$ cat src/rtl/core/udrb_pkg.sv
package udrb_pkg;

	localparam int TX_DEPTH = 16;
	localparam int RX_DEPTH = 32;

	// free-running pointers carry one bit more than the store index
	localparam int TX_PTR_W = $clog2(2 * TX_DEPTH);
	localparam int RX_PTR_W = $clog2(2 * RX_DEPTH);
	localparam int TX_IDX_W = $clog2(TX_DEPTH);
	localparam int RX_IDX_W = $clog2(RX_DEPTH);

	// result fill fields have fixed widths
	localparam int TX_FILL_W = 5;
	localparam int RX_FILL_W = 6;

	typedef logic [TX_PTR_W-1:0] tx_ptr_t;
	typedef logic [RX_PTR_W-1:0] rx_ptr_t;
	typedef logic [TX_IDX_W-1:0] tx_idx_t;
	typedef logic [RX_IDX_W-1:0] rx_idx_t;

	localparam tx_ptr_t TX_DEPTH_P = TX_PTR_W'(TX_DEPTH);
	localparam tx_ptr_t TX_SPAN    = TX_PTR_W'(2 * TX_DEPTH);
	localparam tx_ptr_t TX_LAST    = TX_PTR_W'(2 * TX_DEPTH - 1);
	localparam rx_ptr_t RX_DEPTH_P = RX_PTR_W'(RX_DEPTH);
	localparam rx_ptr_t RX_SPAN    = RX_PTR_W'(2 * RX_DEPTH);
	localparam rx_ptr_t RX_LAST    = RX_PTR_W'(2 * RX_DEPTH - 1);

	typedef enum logic [1:0] {
		MODE_PUT     = 2'd0,
		MODE_GET     = 2'd1,
		MODE_RX_BYTE = 2'd2,
		MODE_TX_DONE = 2'd3
	} mode_t;

	typedef enum logic [1:0] {
		ST_OK          = 2'd0,
		ST_TX_FULL     = 2'd1,
		ST_RX_EMPTY    = 2'd2,
		ST_RX_OVERFLOW = 2'd3
	} status_t;

	typedef struct packed {
		mode_t       mode;
		logic [7:0]  data_byte;
	} cmd_t;

	typedef struct packed {
		status_t               status;
		logic [7:0]            read_byte;
		logic                  line_out_valid;
		logic [7:0]            line_out_byte;
		logic [RX_FILL_W-1:0]  rx_fill;
		logic [TX_FILL_W-1:0]  tx_fill;
	} rsp_t;

	function automatic tx_ptr_t tx_ptr_next(tx_ptr_t p);
		return (p == TX_LAST) ? '0 : p + 1'b1;
	endfunction

	function automatic rx_ptr_t rx_ptr_next(rx_ptr_t p);
		return (p == RX_LAST) ? '0 : p + 1'b1;
	endfunction

	function automatic tx_idx_t tx_slot(tx_ptr_t p);
		tx_ptr_t s;
		s = (p >= TX_DEPTH_P) ? p - TX_DEPTH_P : p;
		return s[TX_IDX_W-1:0];
	endfunction

	function automatic rx_idx_t rx_slot(rx_ptr_t p);
		rx_ptr_t s;
		s = (p >= RX_DEPTH_P) ? p - RX_DEPTH_P : p;
		return s[RX_IDX_W-1:0];
	endfunction

	function automatic tx_ptr_t tx_fill_of(tx_ptr_t w, tx_ptr_t r);
		return (w >= r) ? w - r : w + TX_SPAN - r;
	endfunction

	function automatic rx_ptr_t rx_fill_of(rx_ptr_t w, rx_ptr_t r);
		return (w >= r) ? w - r : w + RX_SPAN - r;
	endfunction

	function automatic logic [TX_FILL_W-1:0] tx_fill_field(tx_ptr_t f);
		return TX_FILL_W'(f);
	endfunction

	function automatic logic [RX_FILL_W-1:0] rx_fill_field(rx_ptr_t f);
		return RX_FILL_W'(f);
	endfunction

endpackage

$ cat src/rtl/core/udrb_ram.sv
module udrb_ram #(
	parameter int DEPTH = 16,
	parameter int WIDTH = 8
) (
	input  logic                     clk,
	input  logic                     we,
	input  logic [$clog2(DEPTH)-1:0] waddr,
	input  logic [WIDTH-1:0]         wdata,
	input  logic                     re,
	input  logic [$clog2(DEPTH)-1:0] raddr,
	output logic [WIDTH-1:0]         rdata
);

	logic [WIDTH-1:0] mem [DEPTH];

	always_ff @(posedge clk) begin
		if (we) begin
			mem[waddr] <= wdata;
		end
	end

	// registered read, old data on a same-address write
	always_ff @(posedge clk) begin
		if (re) begin
			rdata <= mem[raddr];
		end
	end

endmodule

$ cat src/rtl/core/uart_dual_ring_buffer_top.sv
// Dual byte ring buffer between a host and a serial line.
// Command channel: cmd (mode, data_byte) is transferred at a rising edge with
// start high and busy low. busy never rises, so a command may be issued in
// every cycle.
// Modes: host put into the transmit ring, host get from the receive ring,
// line byte received into the receive ring, line transmit done.
// Result channel: result is valid for exactly one cycle with done high, in the
// cycle after the command transfer. The receiver cannot stall it; each result
// is taken in its cycle.
// Throughput one command per cycle. The result timing is set by the registered
// read port of each ring store: the head byte of the
// transmit ring or the receive ring comes out of the store in the result cycle.
// A put into an empty ring that restarts an idle transmitter forwards the new
// byte instead of reading the store.
// Reset: pointers cleared, both rings empty, transmitter idle, no result
// pending. The stores need no clearing; only written entries are ever read.
module uart_dual_ring_buffer_top (
	input  logic            clk,
	input  logic            arst_n,
	input  logic            start,
	output logic            busy,
	input  udrb_pkg::cmd_t  cmd,
	output logic            done,
	output udrb_pkg::rsp_t  result
);

	udrb_pkg::tx_ptr_t tx_wp_q, tx_rp_q;
	udrb_pkg::rx_ptr_t rx_wp_q, rx_rp_q;
	logic              tx_idle_q;

	udrb_pkg::tx_ptr_t tx_fill, tx_fill_nx;
	udrb_pkg::rx_ptr_t rx_fill, rx_fill_nx;
	logic              accept;
	logic              put_ok, pump, send, fwd, get_ok, rx_wr;
	logic [7:0]        tx_rdata, rx_rdata;

	// result stage
	logic                       valid_s1;
	udrb_pkg::status_t          status_s1;
	logic                       send_s1, fwd_s1, get_s1;
	logic [7:0]                 fwd_data_s1;
	logic [udrb_pkg::TX_FILL_W-1:0] tx_fill_s1;
	logic [udrb_pkg::RX_FILL_W-1:0] rx_fill_s1;

	// no step ever stalls, nothing to hold off
	assign busy   = 1'b0;
	assign accept = start & ~busy;

	assign tx_fill = udrb_pkg::tx_fill_of(tx_wp_q, tx_rp_q);
	assign rx_fill = udrb_pkg::rx_fill_of(rx_wp_q, rx_rp_q);

	always_comb begin
		put_ok = accept && (cmd.mode == udrb_pkg::MODE_PUT) &&
			(tx_fill < udrb_pkg::TX_DEPTH_P);
		// restart on a put to an idle transmitter, or the next byte on tx done
		pump   = (put_ok && tx_idle_q) ||
			(accept && (cmd.mode == udrb_pkg::MODE_TX_DONE));
		// after a put the ring holds at least the new byte
		send   = pump && (put_ok || (tx_fill != '0));
		// head slot equals the slot being written when the ring was empty
		fwd    = put_ok && (tx_fill == '0);
		get_ok = accept && (cmd.mode == udrb_pkg::MODE_GET) && (rx_fill != '0);
		rx_wr  = accept && (cmd.mode == udrb_pkg::MODE_RX_BYTE) &&
			(rx_fill < udrb_pkg::RX_DEPTH_P);
		tx_fill_nx = tx_fill + udrb_pkg::tx_ptr_t'(put_ok) - udrb_pkg::tx_ptr_t'(send);
		rx_fill_nx = rx_fill + udrb_pkg::rx_ptr_t'(rx_wr) - udrb_pkg::rx_ptr_t'(get_ok);
	end

	udrb_ram #(
		.DEPTH (udrb_pkg::TX_DEPTH),
		.WIDTH (8)
	) u_tx_store (
		.clk   (clk),
		.we    (put_ok),
		.waddr (udrb_pkg::tx_slot(tx_wp_q)),
		.wdata (cmd.data_byte),
		.re    (send && !fwd),
		.raddr (udrb_pkg::tx_slot(tx_rp_q)),
		.rdata (tx_rdata)
	);

	udrb_ram #(
		.DEPTH (udrb_pkg::RX_DEPTH),
		.WIDTH (8)
	) u_rx_store (
		.clk   (clk),
		.we    (rx_wr),
		.waddr (udrb_pkg::rx_slot(rx_wp_q)),
		.wdata (cmd.data_byte),
		.re    (get_ok),
		.raddr (udrb_pkg::rx_slot(rx_rp_q)),
		.rdata (rx_rdata)
	);

	// pointers, transmitter state and result valid flag
	always_ff @(posedge clk or negedge arst_n) begin
		if (!arst_n) begin
			tx_wp_q   <= '0;
			tx_rp_q   <= '0;
			rx_wp_q   <= '0;
			rx_rp_q   <= '0;
			tx_idle_q <= 1'b1;
			valid_s1  <= 1'b0;
		end else begin
			valid_s1 <= accept;
			if (put_ok) begin
				tx_wp_q <= udrb_pkg::tx_ptr_next(tx_wp_q);
			end
			if (send) begin
				tx_rp_q <= udrb_pkg::tx_ptr_next(tx_rp_q);
			end
			if (pump) begin
				tx_idle_q <= ~send;
			end
			if (rx_wr) begin
				rx_wp_q <= udrb_pkg::rx_ptr_next(rx_wp_q);
			end
			if (get_ok) begin
				rx_rp_q <= udrb_pkg::rx_ptr_next(rx_rp_q);
			end
		end
	end

	// result payload, no reset needed
	always_ff @(posedge clk) begin
		if (accept) begin
			send_s1     <= send;
			fwd_s1      <= fwd;
			get_s1      <= get_ok;
			fwd_data_s1 <= cmd.data_byte;
			tx_fill_s1  <= udrb_pkg::tx_fill_field(tx_fill_nx);
			rx_fill_s1  <= udrb_pkg::rx_fill_field(rx_fill_nx);
			unique case (cmd.mode)
				udrb_pkg::MODE_PUT: begin
					status_s1 <= put_ok ? udrb_pkg::ST_OK : udrb_pkg::ST_TX_FULL;
				end
				udrb_pkg::MODE_GET: begin
					status_s1 <= get_ok ? udrb_pkg::ST_OK : udrb_pkg::ST_RX_EMPTY;
				end
				udrb_pkg::MODE_RX_BYTE: begin
					status_s1 <= rx_wr ? udrb_pkg::ST_OK : udrb_pkg::ST_RX_OVERFLOW;
				end
				default: begin
					status_s1 <= udrb_pkg::ST_OK;
				end
			endcase
		end
	end

	assign done = valid_s1;

	always_comb begin
		result.status         = status_s1;
		result.read_byte      = get_s1 ? rx_rdata : 8'h00;
		result.line_out_valid = send_s1;
		result.line_out_byte  = send_s1 ? (fwd_s1 ? fwd_data_s1 : tx_rdata) : 8'h00;
		result.rx_fill        = rx_fill_s1;
		result.tx_fill        = tx_fill_s1;
	end

	// an idle transmitter always sits on an empty ring
	a_idle_empty: assert property (@(posedge clk) disable iff (!arst_n)
		tx_idle_q |-> (tx_fill == '0))
		else $error("transmitter idle with bytes queued");

	a_tx_bound: assert property (@(posedge clk) disable iff (!arst_n)
		tx_fill <= udrb_pkg::TX_DEPTH_P)
		else $error("transmit fill above depth");

	a_rx_bound: assert property (@(posedge clk) disable iff (!arst_n)
		rx_fill <= udrb_pkg::RX_DEPTH_P)
		else $error("receive fill above depth");

	a_done_follows: assert property (@(posedge clk) disable iff (!arst_n)
		accept |=> done)
		else $error("result missing after command transfer");

	a_send_moves_rp: assert property (@(posedge clk) disable iff (!arst_n)
		send |=> (tx_rp_q != $past(tx_rp_q)))
		else $error("byte sent without read pointer advance");

endmodule

$ cat config.mk
export PLATFORM = sky130hd
export DESIGN_NAME = uart_dual_ring_buffer_top
export DESIGN_NICKNAME = d
export VERILOG_FILES = /design/src/rtl/core/udrb_pkg.sv /design/src/rtl/core/udrb_ram.sv /design/src/rtl/core/uart_dual_ring_buffer_top.sv
export SDC_FILE = /design/constraint.sdc
export NUM_CORES = 1
export LEC_CHECK = 0
export ABC_AREA = 1
export BUFFER_PORTS_ARGS = -buffer_cell sky130_fd_sc_hd__buf_2
export CAP_MARGIN = 10
export CORE_AREA = 2 2 253 255
export DETAILED_ROUTE_END_ITERATION = 10
export DIE_AREA = 0 0 255 257
export HOLD_SLACK_MARGIN = 0.15
export PLACE_DENSITY_LB_ADDON = 0.3
export SYNTH_ARGS = -nofsm -noshare
export SYNTH_HDL_FRONTEND = slang
export SYNTH_SLANG_ARGS = --single-unit
$ cat constraint.sdc
create_clock -name clk -period 9.7 [get_ports clk]
set_clock_uncertainty 0.05 [all_clocks]
set_input_delay 0 -clock clk [delete_from_list [all_inputs] [get_ports clk]]
set_output_delay 0 -clock clk [all_outputs]
set_load 0.1 [all_outputs]
; Word level (Yosys, flattened, before mapping)
; Memory sizes are Yosys's and may differ from the RTL's. A register that Yosys moved wholly into a read port is not among the register bits.
; Cells that the tools add are included.
[word_totals]
latchBits = 0
word_cells = 80
n_memories = 2
romBits = 0
ff_bits = 48
ram_bits = 384
inputBits = 13
[classes]
eq_ne = 7
shifts = 0
mux = 19
n_div = 0
addsub = 14
magnitude_cmp = 6
n_mul = 0
n_reduce_logical = 18
bitwise = 1
[memory_table]
columns = name, depth, width, rd, rd_clocked_by_memory_dff, wr, line_no
row1 = u_rx_store.mem, 32, 8, 1, 1, 1, udrb_ram.sv:14  ; logic [WIDTH-1:0] mem [DEPTH];
row2 = u_tx_store.mem, 16, 8, 1, 1, 1, udrb_ram.sv:14
[op_table]
columns = op, count
row1 = 2-to-1 mux 8 bit, 3
row2 = 2-to-1 mux 5 bit, 4
row3 = adder 6 x 1 -> 6 bit (second input constant), 2
row4 = equality test 6 bit (second input constant), 2
row5 = >= comparator 6 bit (second input constant), 2
row6 = 2-to-1 mux 6 bit, 2
row7 = logical AND 1 bit, 11
row8 = adder 5 x 1 -> 5 bit (second input constant), 2
row9 = equality test 5 bit (second input constant), 2
row10 = >= comparator 5 bit (second input constant), 2
row11 = subtractor 5 x 1 -> 5 bit (second input constant), 2
row12 = 2-to-1 mux 4 bit, 2
row13 = subtractor 4 x 1 -> 4 bit (second input constant), 2
row14 = adder 6 x 1 -> 6 bit, 1
row15 = less-than comparator 6 bit (second input constant), 1
row16 = one-hot mux 2 bit (3 select lines), 1
row17 = nonzero test 6 bit, 1
row18 = subtractor 6 x 1 -> 6 bit, 1
row19 = subtractor 6 bit, 1
row20 = adder 5 x 1 -> 5 bit, 1
row21 = zero test 5 bit, 1
row22 = less-than comparator 5 bit (second input constant), 1
row23 = 2-to-1 mux 1 bit, 5
row24 = nonzero test 5 bit, 1
row25 = other kinds (9), 12

; Longest topological paths before layout
; Gate-level depths: netlist (run 1).
[logic_depth]
depth_word = 7
ltp_mapped = 28
depth_no_buf = 24

; Cells and area by module
; Synthesis (run 1) repeated with hierarchy kept, for this count alone.
[unflattened]
cells_unflattened = 1829
hier_area_um2 = 19820.3
[by_module_without_submodules]
columns = mod, seq_area_each_um2, cells_each, instances, area_per_inst_um2
row1 = udrb_ram (u_rx_store), 7927.6, 922, 1, 10866.7
row2 = udrb_ram (u_tx_store), 4083.9, 551, 1, 5846.9
row3 = uart_dual_ring_buffer_top, 1322.5, 356, 1, 3106.7

; Worst setup path before layout (run 1)
; OpenSTA, ideal clock, no wires.
[synth_timing]
path_kind = register -> register
start = reg rx_rp_q[1]
end = reg rx_fill_s1[4] in the netlist's numbering (data pin)
path_slack_ps = 5632
n_path_buf = 5
arrival_ps = 3753
path_stages_with_launch = 24
period_less_slack_ps = 4068
setup_time_ps = 265
path_cell_list = dfrtp_1 > buf_2 > inv_2 > buf_2 > buf_2 > ha_1 > nand3_1 > nand2_1 > nand3_1 > nand3_1 > buf_4 > and2_1 > ha_1 > nand4_1 > nand3_1 > inv_1 > buf_2 > ha_1 > inv_1 > ha_1 > fa_1 > a21oi_1 > o21ai_0 > xor2_1
[synth_via]
word_cells_on_any_way = 7
[synth_lines]
columns = item, line_no
row1 = start: declaration, uart_dual_ring_buffer_top.sv:28  ; udrb_pkg::rx_ptr_t rx_wp_q, rx_rp_q;
row2 = start signal: assignment, uart_dual_ring_buffer_top.sv:119  ; rx_rp_q <= udrb_pkg::rx_ptr_next(rx_rp_q);
row3 = subtractor 6 bit, udrb_pkg.sv:81  ; return (w >= r) ? w - r : w + RX_SPAN - r;
row4 = nonzero test 6 bit, uart_dual_ring_buffer_top.sv:62  ; get_ok = accept && (cmd.mode == udrb_pkg::MODE_GET) && (rx_fill != '0);
row5 = logical AND 1 bit, uart_dual_ring_buffer_top.sv:62
row6 = named net get_ok, uart_dual_ring_buffer_top.sv:34  ; logic put_ok, pump, send, fwd, get_ok, rx_wr;
row7 = subtractor 6 x 1 -> 6 bit, uart_dual_ring_buffer_top.sv:66  ; rx_fill_nx = rx_fill + udrb_pkg::rx_ptr_t'(rx_wr) - udrb_pkg::rx_ptr_t'(get_ok);
row8 = named net rx_fill_nx[4], uart_dual_ring_buffer_top.sv:32  ; udrb_pkg::rx_ptr_t rx_fill, rx_fill_nx;
row9 = end signal: assignment, uart_dual_ring_buffer_top.sv:132  ; rx_fill_s1 <= udrb_pkg::rx_fill_field(rx_fill_nx);
row10 = end: declaration, uart_dual_ring_buffer_top.sv:43  ; logic [udrb_pkg::RX_FILL_W-1:0] rx_fill_s1;
; The timed path passes the listed nets, and every way through them passes these cells.
; A chain may end at the register's enable or synchronous reset.

; Worst setup path after layout (run 1)
[layout_timing]
start = reg rx_rp_q[2]
end = reg rx_fill_s1[4] in the netlist's numbering (data pin)
[layout_via]
elab_chain_len = 5
word_cells_on_any_way = 7
[layout_lines]
columns = item, line_no
row1 = subtractor 6 bit (*), udrb_pkg.sv:81
row2 = less-than comparator 6 bit, uart_dual_ring_buffer_top.sv:64  ; (rx_fill < udrb_pkg::RX_DEPTH_P);
row3 = logical AND 1 bit, uart_dual_ring_buffer_top.sv:63  ; rx_wr = accept && (cmd.mode == udrb_pkg::MODE_RX_BYTE) &&
row4 = adder 6 x 1 -> 6 bit, uart_dual_ring_buffer_top.sv:66
row5 = subtractor 6 x 1 -> 6 bit (*), uart_dual_ring_buffer_top.sv:66
row6 = named net rx_fill_nx[4], uart_dual_ring_buffer_top.sv:32
; The timed path passes the listed nets; every way through them passes the cells marked *.

==> results by group, run 1 <==
Run status
  – Status: finished, final reports clean

Synthesis
  – Mapped Nets: 1772
  – Syn Inst Count: 1720
  – Synthesized cell area: 19200 um^2
  – Largest area contributor in the netlist: edfxtp_1
  – Seq/Total Area, Yosys: 69.3%
  – Number of enable flip-flop cells after synthesis: 424
  – Top post-synthesis cells by area: edfxtp_1 (66%), nor2_1 (7.7%), nand2_1 (5.2%)
  – Prevailing post-synth register cell: edfxtp_1
  – Ys async rst share: 5.36%
  – Synth cell types: 32
  – Mean Syn Cell Area: 11.2 um^2
  – Synth Register Bits: 448
  – Top cell type's share of synthesized area: 66.2%
  – YS warnings: 0

Floorplan
  – Full die area: 65500 um^2
  – Die width: 255 um
  – Row cnt: 92
  – Core Box Area: 62700 um^2
  – DIE HEIGHT: 257 um
  – I/O pins: 45
  – Initial core utilization: 30.7%

Worst setup path
  – CP bufs+invs: 3
  – Terminus of the critical flop-to-flop path: rx_fill_s1[4]
  – Most used cell along the critical path: ha_1
  – Cell breakdown of the critical path: inv_1, ha_1, a21oi_1, nand2_1, nand3_1, nand3_1, and2_1, ha_1, nand4_1, nand3_1, inv_1, ha_1, inv_1, ha_1, fa_1, a21oi_1, o21ai_0, xor2_1
  – Slowest CP cell: dfrtp_1
  – Flop-to-flop setup slack: 4.38 ns
  – CP delay by family, top: adder cells
  – Worst Setup Start Kind: register
  – Crit path kind: register to register
  – CP max FO: 27
  – R2r startpoint: rx_rp_q[2]
  – Critical Path AT: 5.56 ns
  – Crit path largest cell delay: 0.90 ns
  – Worst setup EP type: register
  – FF-to-FF path depth: 18
  – CP Data Required Time: 9.94 ns

Min path
  – Hold Path Sink: status_s1[0]
  – Hold Crit Start: cmd[8]
  – Hold Path Class: primary input to register
  – Hold Path Cell Cnt: 5

Finish
  – Fill cells: 6221
  – Ant diodes: 0
  – Area growth, synth to finish: 14.0%
  – Commonest non-fill, non-tap cell in the layout: edfxtp_1
  – Most frequent cells in the layout: edfxtp_1 (424), nor2_1 (394), nand2_1 (265)
  – Nets: 1811
  – Share of cells above drive strength 1: 7.80%
  – Cell area after layout: 21900 um^2

Job
  – Number of max-cap violations: 0

Placed design
  – Worst slack, placed: 4.37 ns
  – Post-placement cell area: 20200 um^2
  – Routability cong.: 0.859
  – Port-buffer cells: 43
  – Post-DP HPWL: 28100 um

STA
  – Setup WS post-layout: 4.38 ns
  – Slew Limit Fails: 0
  – Fmax: 188 MHz
  – Endpoints failing hold: 0
  – Endpoints failing setup: 0
  – Unrepaired setup endpoints after global routing: false
  – Setup TNS: 0 ns
  – Period utilization: 54.9%
  – Relative slew slack: 28.9%
  – Fin crit period: 5.32 ns
  – Tightest Pin Transition: 1.06 ns

Clocking
  – H-tree levels: 2
  – Root Buffer: clkbuf_16
  – CTS Buffer Depth: 3
  – Worst-path clk slew: 0.06 ns
  – Clk sinks: 448
  – Total CTS buffers: 46
  – Cells resized by post-CTS repair: 0
  – CTS tree: built
  – Clk_lat worst skew: 0.56 ns
  – # Post-CTS Setup Buffers: 0

Routing
  – Routed vias: 12400
  – WL/cell: 17.9 um
  – Post-route antenna net violation count: 0
  – Via/cell ratio: 4.70
  – DR DRC count: 0
  – Number of iterations in the first detailed-routing pass: 5
  – Drt first-iter violations: 1084
  – WL final: 47300 um

Global routing
  – Largest net degree at the start of global routing: 108
  – GRT Util Overall: 14.3%
  – Vias in the first global route: 12400
  – Global-route wire length before repair: 71900 um
  – Initial antenna violation count: 1
  – Grt total ovfl: 0

Power
  – PD cells: 301 nW/um^2
  – Total power: 6600 uW
  – Pleak: 0.00799 uW
  – Max VDD drop: 0.162 mV
-- worst max-delay path by stage --
stage	startpoint	end	depth (start not counted)
after floorplan	rx_rp_q[1]	rx_fill_s1[4]	23
after global placement	rx_rp_q[2]	rx_fill_s1[4]	18
after detailed placement	rx_rp_q[2]	rx_fill_s1[4]	18
after CTS	rx_rp_q[2]	rx_fill_s1[4]	18
after global routing	rx_rp_q[2]	rx_fill_s1[4]	18
final	rx_rp_q[2]	rx_fill_s1[4]	18
-- flip-flops by register name, indices dropped and copies added, names as in the netlist, 2 cells and up --
register	cells
rx_rp_q	6
u_rx_store.mem	256
u_tx_store.mem	128
tx_wp_q	5
u_rx_store.rdata	8
fwd_data_s1	8
rx_fill_s1	6
u_tx_store.rdata	8
tx_fill_s1	5
status_s1	2
rx_wp_q	6
tx_rp_q	5
-- layer usage --
metal,share of wire [%],vias to the layer above,global-route usage (%)
met5,0,-,0
met4,3.4,0,5.30
li1,-,5992,-
met1,45,6000,19.4
met3,4.9,95,2.28
met2,46,325,23.1
-- what timing repair did --
action,in CTS,in global routing
hold buffers,17,0
endpoints found under the hold margin,461,0
endpoints found under the setup margin,0,0
-- synthesized netlist by cell type, types with 2 or more instances --
cell / count
inv_2: 4
o21ai_0: 174
a21oi_1: 20
o21ai_1: 13
buf_4: 15
nand3b_1: 2
o22ai_1: 16
ha_1: 35
clkbuf_1: 35
edfxtp_1: 424
nand3_1: 91
nor2_1: 394
nand2_1: 265
buf_2: 27
inv_1: 97
nor3_1: 6
xor2_1: 14
nand4_1: 13
fa_1: 4
dfrtp_1: 23
o211ai_1: 28
buf_1: 8
xnor2_1: 3
-- report_power, final --
group / switching [uW] / leakage, uW / internal [uW]
Sequential: 114 / 0.00413 / 2310
Clock: 735 / 0.000757 / 1050
Combinational: 1680 / 0.00310 / 723
-- kinds of logic (layout without fill, tap and decap cells) --
logic type,after synthesis,in the layout,synth area share [%]
AOI/OAI and AO/OA,251,251,7.00
xor gates and xnor gates,17,17,0.774
adders and majority gates,39,39,2.69
buffers and inverters,187,262,4.12
DFF,448,448,69.3
other,1,1,0.0195
and+or+nand+nor,777,777,16.1
-- stage by stage --
stage / hold slack, ns / util, % / instances
after floorplan: -0.346 / - / 1720
after global placement: 0.0265 / 32.3 / 2540
after detailed placement: 0.0414 / 32.3 / 2540
after CTS: 0.371 / 35.0 / 2641
after global routing: 0.422 / 35.0 / 2641
final: 0.388 / 35.0 / 2641
-- cell type report --
cell class,count,area [um^2],area share (%)
clock buffers,57,1300,5.91
multi-input cells,1085,5120,23.3
inverters,102,383,1.74
clock inverters,27,231,1.05
repair buffers,76,515,2.35
flip-flops and latches,448,13300,60.8
well taps,846,1060,4.82
-- tightest hold or removal path: stages --
cell,delay [ns]
dlygate4sd3_1,0.54
buf_2,0.15
inv_1,0.07
nand3_1,0.07
nand2_1,0.07
No activity file was read; power rests on OpenSTA's default activity.
==> run 2, diff against run 1 <==
==> constraint.sdc (replaced) <==
create_clock -name clk -period 5.03 [get_ports clk]
set_clock_uncertainty 0.05 [all_clocks]
set_input_delay 0 -clock clk [delete_from_list [all_inputs] [get_ports clk]]
set_output_delay 0 -clock clk [all_outputs]
set_load 0.1 [all_outputs]
==> run 2 against run 1 <==
Net effect: final cell count rose by 0.15%; sequential share of layout area is 0.094 points higher; fmax increased by 16%; core utilization is 0.054 points lower; die area is the same; combinational power up 98%; first-iteration DRC count is 4.9% lower; worst hold slack got worse by 0.0037 ns; critical path type unchanged.
==> results by group, run 2 (synthesized netlist as in run 1, its figures left out) <==
STA
  – Endpoints failing hold: 0 (unchanged)
  – Fin crit period: 4.58 ns (-0.743 ns)
  – Period utilization: 91.0% (+36 points)
  – WHS: 0.384 ns (-0.00373 ns)
  – Endpoints failing setup: 0 (unchanged)
  – Unrepaired setup endpoints after global routing: false
  – Relative slew slack: 30.2% (+1.3 points)
  – Tightest Pin Transition: 1.04 ns (-0.0189 ns)
  – Setup TNS: 0 ns (unchanged)
  – Slew Limit Fails: 0 (unchanged)
  – Fmax: 218 MHz (+16%)

Finish
  – Area growth, synth to finish: 13.8%
  – Largest register FFs: 256 (unchanged)
  – Share of cells above drive strength 1: 8.00% (+0.21 points)
  – Biggest regs: u_rx_store.mem: 256 flops, u_tx_store.mem: 128 flops
  – Nets: 1817 (+0.33%)
  – Commonest non-fill, non-tap cell in the layout: edfxtp_1
  – Ant diodes: 0 (unchanged)
  – Most frequent cells in the layout: edfxtp_1 (424), nor2_1 (394), nand2_1 (265)
  – Cell area after layout: 21900 um^2 (-0.15%)
  – Register with the most flip-flops: u_rx_store.mem

Clocking
  – Clk sinks: 448 (unchanged)
  – Cells resized by post-CTS repair: 0 (unchanged)
  – CTS Buffer Depth: 3 (unchanged)
  – Worst-path clk slew: 0.07 ns (about the same)
  – Clk_lat worst skew: 0.58 ns (+0.02 ns)
  – Total CTS buffers: 45 (-2.2%)
  – H-tree levels: 2 (unchanged)
  – Root Buffer: clkbuf_16
  – CTS tree: built
  – # Post-CTS Setup Buffers: 0 (unchanged)

Routing
  – DR DRC count: 0 (unchanged)
  – Post-route antenna net violation count: 0 (unchanged)
  – Drt first-iter violations: 1031 (-4.9%)
  – Routed vias: 12400 (+0.30%)
  – WL final: 47700 um (+0.86%)
  – WL/cell: 18.0 um (+0.71%)
  – Number of iterations in the first detailed-routing pass: 5 (unchanged)
  – Via/cell ratio: 4.71 (+0.15%)

Power
  – Pleak: 0.00797 uW (-0.17%)
  – Max VDD drop: 0.277 mV (+71%)
  – PD cells: 579 nW/um^2 (+92%)

Worst setup path
  – Crit path largest cell delay: 0.57 ns (-0.33 ns)
  – Worst Setup Start Kind: register
  – Cell breakdown of the critical path: inv_1, ha_1, a21oi_1, o21ai_0, xor2_1, inv_1, ha_1, nand3_1, nand3b_1, nand2_1, inv_1, ha_1, inv_1, ha_1, fa_1, nand2_1, nand2_1, a21oi_1, or2_2, nand2_1, nand2_1, nand2_1
  – FF-to-FF path depth: 22 (+4)
  – Most used cell along the critical path: nand2_1
  – Flop-to-flop setup slack: 0.45 ns (-3.93 ns)
  – CP max FO: 13 (-52%)
  – Slowest CP cell: dfrtp_1
  – CP bufs+invs: 4 (+1)
  – Crit path kind: register to register
  – Worst setup EP type: register
  – R2r startpoint: tx_rp_q[2]
  – CP Data Required Time: 5.31 ns (-4.63 ns)
  – Terminus of the critical flop-to-flop path: tx_fill_s1[4]
  – CP delay by family, top: adder cells
  – Critical Path AT: 4.86 ns (-0.70 ns)

Global routing
  – Initial antenna violation count: 1 (unchanged)
  – Largest net degree at the start of global routing: 82 (-24%)
  – Grt total ovfl: 0 (unchanged)
  – Vias in the first global route: 12600 (+1.7%)
  – GRT Util Overall: 14.6% (+0.32 points)
  – Global-route wire length before repair: 73500 um (+2.1%)

Placed design
  – Port-buffer cells: 43 (unchanged)
  – Post-placement cell area: 20300 um^2 (+0.22%)
  – Post-DP HPWL: 28300 um (+0.79%)
  – Routability cong.: 0.844 (-1.7%)

Min path
  – Hold Crit Start: cmd[8]
  – Hold Path Cell Cnt: 5 (unchanged)
  – Hold Path Sink: status_s1[0]
  – Hold Path Class: primary input to register

Floorplan
  – Core Box Area: 62700 um^2 (unchanged)
  – I/O pins: 45 (unchanged)
  – Row cnt: 92 (unchanged)
  – Initial core utilization: 30.7% (unchanged)
  – Die width: 255 um (unchanged)
  – Full die area: 65500 um^2 (unchanged)
  – DIE HEIGHT: 257 um (unchanged)

Job
  – Number of max-cap violations: 0 (unchanged)

Run status
  – Status: finished, final reports clean
run 2: cell types whose count changed in the layout (fill, tap and decap cells not counted), sizes merged:
cell / delta
buf: +6
clkinv: -3
clkinvlp: +1
dlygate4sd3: +1
inv: -1
run 2: cell type report:
cell class | instances | area [um^2]
clock inverters | 24 | 226
inverters | 102 | 383
clock buffers | 57 | 1210
repair buffers | 83 | 571
multi-input cells | 1085 | 5120
fillers | 6233 | 40800
flip-flops and latches | 448 | 13300
well taps | 846 | 1060
run 2: worst max-delay path by stage:
stage / startpoint / cells after the start / slack, ns / end
floorplan: rx_rp_q[1] / 23 / 0.96 / rx_fill_s1[4]
global placement: tx_rp_q[2] / 22 / 0.56 / tx_fill_s1[4]
detailed placement: tx_rp_q[2] / 22 / 0.49 / tx_fill_s1[4]
CTS: tx_rp_q[2] / 22 / 0.48 / tx_fill_s1[4]
global route: tx_rp_q[2] / 22 / 0.04 / tx_fill_s1[4]
finish: tx_rp_q[2] / 22 / 0.45 / tx_fill_s1[4]
run 2: per-layer routing:
metal  vias up  part of all wire, %  track usage [%]
met5         -                0.027                0
met4         2                  3.1             5.67
met3        83                  5.3             2.17
met2       335                   47             23.5
met1      6031                   45             19.9
li1       5998                    -                -
run 2: worst reg2reg max path, delay by kind of cell (launching register included):
kind	cells	cell delay [ns]
xor+xnor	1	0.17
buf+inv	4	0.55
compound gates	3	0.43
flops	1	0.57
fa+ha+maj	5	1.54
simple gates	9	1.03
run 2: timing repair:
action,in CTS,in global routing
endpoints found under the hold margin,476,0
hold buffers,18,0
setup endpoints to repair,0,0
run 2: power by group:
part / switching (uW) / internal, uW / total [uW] / leakage, uW
sequential: 146 / 4450 / 4590 / 0.00413
clock: 1420 / 1910 / 3330 / 0.000712
combinational: 3350 / 1410 / 4760 / 0.00313
total: 4910 / 7760 / 12700 / 0.00797
run 2: per-stage QoR:
stage / utilization, % / cells / worst slack, ns / power (uW)
floorplan: - / 1720 / 0.962 / 8200
global placement: 32.3 / 2546 / 0.557 / 9370
detailed placement: 32.3 / 2546 / 0.490 / 9420
CTS: 34.9 / 2645 / 0.476 / 12800
global route: 34.9 / 2645 / 0.0428 / 13500
finish: 34.9 / 2645 / 0.452 / 12700
